--- src/hw/rtl/lsm_pkg.sv ---
`default_nettype none
// ----------------------------------------------------------------------------
// lsm_pkg: shared types, constants and functions
// Sector boundaries, register indexes and the update bundle that passes
// from the beam tracker in the top level to the sector bank.
// ----------------------------------------------------------------------------
package lsm_pkg;

	localparam int NUM_SECTORS = 12;
	localparam int SECTOR_W    = 4;
	localparam int ANGLE_W     = 20;
	localparam int CFG_ANGLE_W = 19;
	localparam int CFG_STEP_W  = 17;
	localparam int CFG_DATA_W  = 19;
	localparam int CFG_INDEX_W = 3;
	localparam int RANGE_W     = 16;
	localparam int CM_W        = 8;
	localparam int QUERY_W     = 4;

	typedef logic [SECTOR_W-1:0]       sector_t;
	typedef logic signed [ANGLE_W-1:0] angle_t;
	typedef logic [CM_W-1:0]           cm_t;

	// Special sector codes
	localparam sector_t NO_SECTOR          = 4'd15;
	localparam sector_t FRONT_START_SECTOR = 4'd7;
	localparam sector_t REAR_FIRST_SECTOR  = 4'd7;
	localparam sector_t REAR_LAST_SECTOR   = 4'd10;
	localparam cm_t     CM_MAX             = 8'd255;

	// Configuration register indexes
	localparam logic [CFG_INDEX_W-1:0] CFG_FRONT_START = 3'd0;
	localparam logic [CFG_INDEX_W-1:0] CFG_FRONT_STEP  = 3'd1;
	localparam logic [CFG_INDEX_W-1:0] CFG_FRONT_STOP  = 3'd2;
	localparam logic [CFG_INDEX_W-1:0] CFG_REAR_START  = 3'd3;
	localparam logic [CFG_INDEX_W-1:0] CFG_REAR_STEP   = 3'd4;
	localparam logic [CFG_INDEX_W-1:0] CFG_REAR_STOP   = 3'd5;

	// Register reset values
	localparam logic signed [CFG_ANGLE_W-1:0] START_RESET = -19'sd148694;
	localparam logic signed [CFG_ANGLE_W-1:0] STOP_RESET  = 19'sd148694;
	localparam logic [CFG_STEP_W-1:0]         STEP_RESET  = 17'd286;

	// Sector boundaries in Q.16 radians, floored (pi = 3.141592)
	localparam angle_t B_POS_30  = 20'sd34314;
	localparam angle_t B_POS_60  = 20'sd68629;
	localparam angle_t B_POS_90  = 20'sd102943;
	localparam angle_t B_POS_120 = 20'sd137258;
	localparam angle_t B_NEG_30  = -20'sd34315;
	localparam angle_t B_NEG_60  = -20'sd68630;
	localparam angle_t B_NEG_90  = -20'sd102944;
	localparam angle_t B_NEG_120 = -20'sd137259;
	localparam angle_t B_ZERO    = 20'sd0;

	// Update request from the beam tracker to the sector bank
	typedef struct packed {
		logic    valid;
		logic    rear;
		logic    first;
		logic    last;
		logic    take;
		sector_t sector;
		cm_t     range_cm;
	} bank_upd_t;

	// Map a front beam angle to its sector, or NO_SECTOR outside the arc
	function automatic sector_t front_sector_of(angle_t a);
		sector_t s;
		priority if (a <= B_NEG_120) s = NO_SECTOR;
		else if (a <= B_NEG_90)      s = 4'd6;
		else if (a <= B_NEG_60)      s = 4'd5;
		else if (a <= B_NEG_30)      s = 4'd4;
		else if (a <= B_ZERO)        s = 4'd3;
		else if (a <= B_POS_30)      s = 4'd2;
		else if (a <= B_POS_60)      s = 4'd1;
		else if (a <= B_POS_90)      s = 4'd0;
		else if (a <= B_POS_120)     s = 4'd11;
		else                         s = NO_SECTOR;
		return s;
	endfunction

	// Map a rear beam angle to its sector; the outer sectors are open-ended
	function automatic sector_t rear_sector_of(angle_t a);
		sector_t s;
		priority if (a > B_POS_30) s = 4'd7;
		else if (a > B_ZERO)       s = 4'd8;
		else if (a > B_NEG_30)     s = 4'd9;
		else                       s = 4'd10;
		return s;
	endfunction

	function automatic logic sector_is_rear(sector_t s);
		return (s >= REAR_FIRST_SECTOR) && (s <= REAR_LAST_SECTOR);
	endfunction

endpackage
`default_nettype wire

--- src/hw/rtl/lsm_sector_bank.sv ---
`default_nettype none
// ----------------------------------------------------------------------------
// lsm_sector_bank: per-sector minima and stored sonar values
// Keeps the running minimum per sector in saturated cm and copies one
// scanner's minima into the stored values at the end of its scan.
// ----------------------------------------------------------------------------
module lsm_sector_bank import lsm_pkg::*; (
	input  wire logic               clk,
	input  wire logic               arst_n,
	input  wire bank_upd_t          upd,
	input  wire logic [QUERY_W-1:0] query_index,
	output logic [CM_W-1:0]         query_value
);

	cm_t min_q [NUM_SECTORS];
	cm_t val_q [NUM_SECTORS];
	cm_t min_next [NUM_SECTORS];

	// Clear on first sample, then fold in this sample's range
	always_comb begin
		for (int s = 0; s < NUM_SECTORS; s++) begin
			min_next[s] = min_q[s];
			if (upd.first && (sector_is_rear(sector_t'(s)) == upd.rear)) begin
				min_next[s] = CM_MAX;
			end
			if (upd.take && (upd.sector == sector_t'(s)) && (upd.range_cm < min_next[s])) begin
				min_next[s] = upd.range_cm;
			end
		end
	end

	// Commit minima; store the scanner's minima on its last sample
	always_ff @(posedge clk or negedge arst_n) begin
		if (!arst_n) begin
			for (int s = 0; s < NUM_SECTORS; s++) begin
				min_q[s] <= CM_MAX;
				val_q[s] <= CM_MAX;
			end
		end else if (upd.valid) begin
			for (int s = 0; s < NUM_SECTORS; s++) begin
				min_q[s] <= min_next[s];
				if (upd.last && (sector_is_rear(sector_t'(s)) == upd.rear)) begin
					val_q[s] <= min_next[s];
				end
			end
		end
	end

	// Read the stored value; out-of-range index reads zero
	assign query_value = (query_index < QUERY_W'(NUM_SECTORS)) ? val_q[query_index] : '0;

endmodule
`default_nettype wire

--- config.mk ---
export PLATFORM = sky130hd
export DESIGN_NAME = lsm_sector_bank
export DESIGN_NICKNAME = d
export VERILOG_FILES = /design/src/hw/rtl/lsm_pkg.sv /design/src/hw/rtl/lsm_sector_bank.sv
export SDC_FILE = /design/constraint.sdc
export NUM_CORES = 1
export LEC_CHECK = 0
export BUFFER_PORTS_ARGS = -buffer_cell sky130_fd_sc_hd__buf_2
export CAP_MARGIN = 40
export CELL_PAD_IN_SITES_DETAIL_PLACEMENT = 1
export CELL_PAD_IN_SITES_GLOBAL_PLACEMENT = 1
export CORE_ASPECT_RATIO = 1.5
export CORE_MARGIN = 2
export CORE_UTILIZATION = 50
export DETAILED_ROUTE_END_ITERATION = 6
export GPL_ROUTABILITY_DRIVEN = 0
export PLACE_DENSITY_LB_ADDON = 0.1
export SETUP_SLACK_MARGIN = 0.02
export SLEW_MARGIN = 20
export SYNTH_ARGS = -nofsm -noshare
export SYNTH_HDL_FRONTEND = slang
export SYNTH_SLANG_ARGS = --single-unit
--- constraint.sdc ---
create_clock -name clk -period 2.75 [get_ports clk]
set_input_delay 0.275 -clock clk [delete_from_list [all_inputs] [get_ports clk]]
set_output_delay 0.275 -clock clk [all_outputs]
set_load 0.01 [all_outputs]
==> flow_summary.ini <==
[global_route]
grt_pass1_vias = 11240
grtUsageTotal_pct = 36.14
grt_max_degree = 82
antenna_found_initial = 0
grt_first_pass_wirelength_mm = 66.27
overflow = 0

[detailed_routing]
wl_per_cell_um = 27.31
drc_errors = 0
ant_nets = 0
vias_per_cell = 6.704
wl_mm = 43.28
drt_iter0_drc = 807
vias = 10630
drtPass1Iterations = 5

[clocking]
clk_latency_ns = 0.46
cts_resized = 0
clockRootBuffer = clkbuf_16
cts_made_buffers = 17
holdBufCountCts = 0
cts.sinks = 192
cts_tree = built
post_cts_buffers = 0
h-tree-depth = 4
path_clk_slew_ns = 0.07
clk_path_buf_depth = 2

[finish]
layout-drive-gt1-share_pct = 32.91
final_cell_mix = nor2_1 (278), dfstp_2 (192), buf_4 (98)
mostFrequentLayoutCell = nor2_1
register_area_sq_mm = 0.005045
n_antenna_cell = 0
nets = 1364
multi_input_area_sq_mm = 0.006261
fill_cells = 2550
area_delta_synth_final_pct = 15.11

[synth]
postSynthCellCount = 1189
synth_seq_area_share_pct = 42.90
yosys_warnings = 0
synth_cell_type_count = 53
yosys_most_used_dff = dfstp_2
synth_edf_count = 0
syn_avg_cell_area_sq_um = 9.890
async_flop_share_pct = 100.0
synth_area_sq_mm = 0.01176
synth_fp_nets = 1296
ys_ff_latch = 192

[die]
io_pins = 31
fp.dieH_um = 191.8
die_w_um = 129.2
num_rows = 68
initial_utilization_pct = 51.00
die_area_sq_mm = 0.02479
coreArea_sq_mm = 0.02306

[pwr]
p_comb_share_pct = 23.8
p_leak_nw = 5.566
p_sw_mw = 2.714
swShare_pct = 31.08
fin_total_pwr_mw = 8.734
p_int_mw = 6.020
p_per_area_mw_per_mm2 = 645.3
seq_power_share_pct = 45.8
power.share.clock_pct = 30.4
vdd_drop_max_uv = 497.9

[timing]
relSlewSlack_pct = 36.81
drv_slew = 0
rsz0062_at_grt = no
tns_ns = 0
hold_viol = 0
tightest_slew_ns = 0.9405
setup_viol = 0
whs_ns = 0.2032
clock_skew_ns = 0.009796
fmax_mhz = 377.9
period_minus_slack_ns = 2.647
period_share_pct = 96.24

[setup_path]
worstPathMaxFanout = 7
r2r_slack_ns = 0.10
r2r_cells = 8
reg2reg_to = min_q[0]
critical_path_class = reg2reg
critPathLaunchType = register
cp-end-kind = register
reg2reg_from = min_q[1]
cp_data_arrival_time_ns = 2.99
required_ns = 3.10

[status]
status = completed

[place]
dp_hpwl_mm = 30.93
port_buffers = 30

[job]
cap_violations = 0

[min_path]
hold_class = in2async
[cell families after synthesis]
group | Yosys count | synth area share (%)
flip-flops | 192 | 42.90
multiplexers | 40 | 5.959
AO/OA/AOI/OAI | 293 | 20.53
AND/OR/NAND/NOR | 461 | 17.70
adder cells (fa/ha/maj) | 84 | 8.938
buffers and inverters | 119 | 3.980
[registers in the layout, summed over array words and instances (netlist names)]
name   count
val_q     96
min_q     96
[critical path, cell delays in order, from the launching register on]
cell and delay [ns]:
dfstp_2 0.55, nor2_1 0.06, ha_1 0.30, a211o_1 0.30
a31oi_1 0.17, nor4_1 0.07, buf_4 0.15, nor3_1 0.72
a221oi_1 0.23
[worst max path at each step]
stage / start / depth (start not counted) / endpoint / slack (ns)
after global placement: upd[14] / 11 / min_q[0] / -0.05
after global routing: min_q[1] / 8 / min_q[0] / 0.06
final: min_q[1] / 8 / min_q[0] / 0.10
after floorplan: upd[15] / 11 / min_q[56] / 0.02
after CTS: min_q[1] / 8 / min_q[0] / 0.16
after detailed placement: upd[14] / 11 / min_q[0] / -0.14
[cell type report]
type	count	share of cell area [%]
Clock buffer	21	3.476
Clock inverter	11	1.035
Inverter	28	0.7765
Multi-Input combinational cell	878	46.26
Sequential cell	192	37.27
Tap cell	315	2.912
Timing Repair Buffer	140	8.273
[stage by stage]
stage	instance area, sq um	util, %	worst slack (ns)	std cells
6_report	13540	58.70	0.1035	1585
5_1_grt	13540	58.70	0.06494	1585
4_1_cts	13530	58.68	0.1608	1584
3_5_place_dp	12920	56.03	-0.1437	1552
3_3_place_gp	12920	56.03	-0.04676	1552
2_1_floorplan	11780	-	0.02371	1189
[Yosys cell counts (3+ instances only)]
cell type | count | area [sq um]
nor2_1 | 278 | 1044
dfstp_2 | 192 | 5045
ha_1 | 84 | 1051
clkbuf_1 | 72 | 270.3
a221o_1 | 66 | 660.6
nor3_1 | 59 | 295.3
nand2_1 | 49 | 183.9
a221oi_1 | 42 | 367.9
a211oi_1 | 36 | 270.3
o22a_1 | 35 | 306.5
inv_1 | 27 | 101.4
mux4_2 | 24 | 540.5
a31oi_1 | 17 | 106.4
a21oi_1 | 16 | 80.08
mux2i_1 | 16 | 160.2
o21ai_0 | 14 | 70.07
o31ai_1 | 14 | 105.1
a211o_1 | 11 | 96.34
buf_2 | 11 | 55.05
o22ai_1 | 10 | 62.56
or2_2 | 10 | 62.56
nand3_1 | 8 | 40.04
buf_1 | 7 | 26.28
or4_1 | 7 | 52.55
a22o_1 | 6 | 52.55
and2_1 | 6 | 37.54
nand4_1 | 6 | 37.54
o211ai_1 | 6 | 45.04
a21boi_0 | 5 | 37.54
nand2b_1 | 5 | 31.28
nor4_1 | 5 | 31.28
nor2b_1 | 4 | 25.02
nor4_2 | 4 | 50.05
o211a_1 | 4 | 40.04
o31ai_2 | 4 | 50.05
nand3b_1 | 3 | 22.52
nor3_2 | 3 | 30.03
or3_1 | 3 | 18.77
[layer usage]
metal	routed length (um)	GRT usage, %	share of wire, %	vias to the layer above
li1	-	-	-	4620
met1	16990	44.05	39	5449
met3	2369	5.515	5.5	145
met5	0	0	0	-
met2	20960	60.10	48	412
met4	2957	21.61	6.8	0
[power by group through the flow]
stage	Sequential (mW)	Clock [mW]	Combinational, mW
finish	4.00	2.65	2.08
CTS	3.99	2.67	2.07
global route	4.04	2.76	2.26
global placement	4.00	0	1.94
floorplan	3.83	0	1.32
detailed placement	4.02	0	2.05
Note: power is estimated with default switching activity, not from simulation.
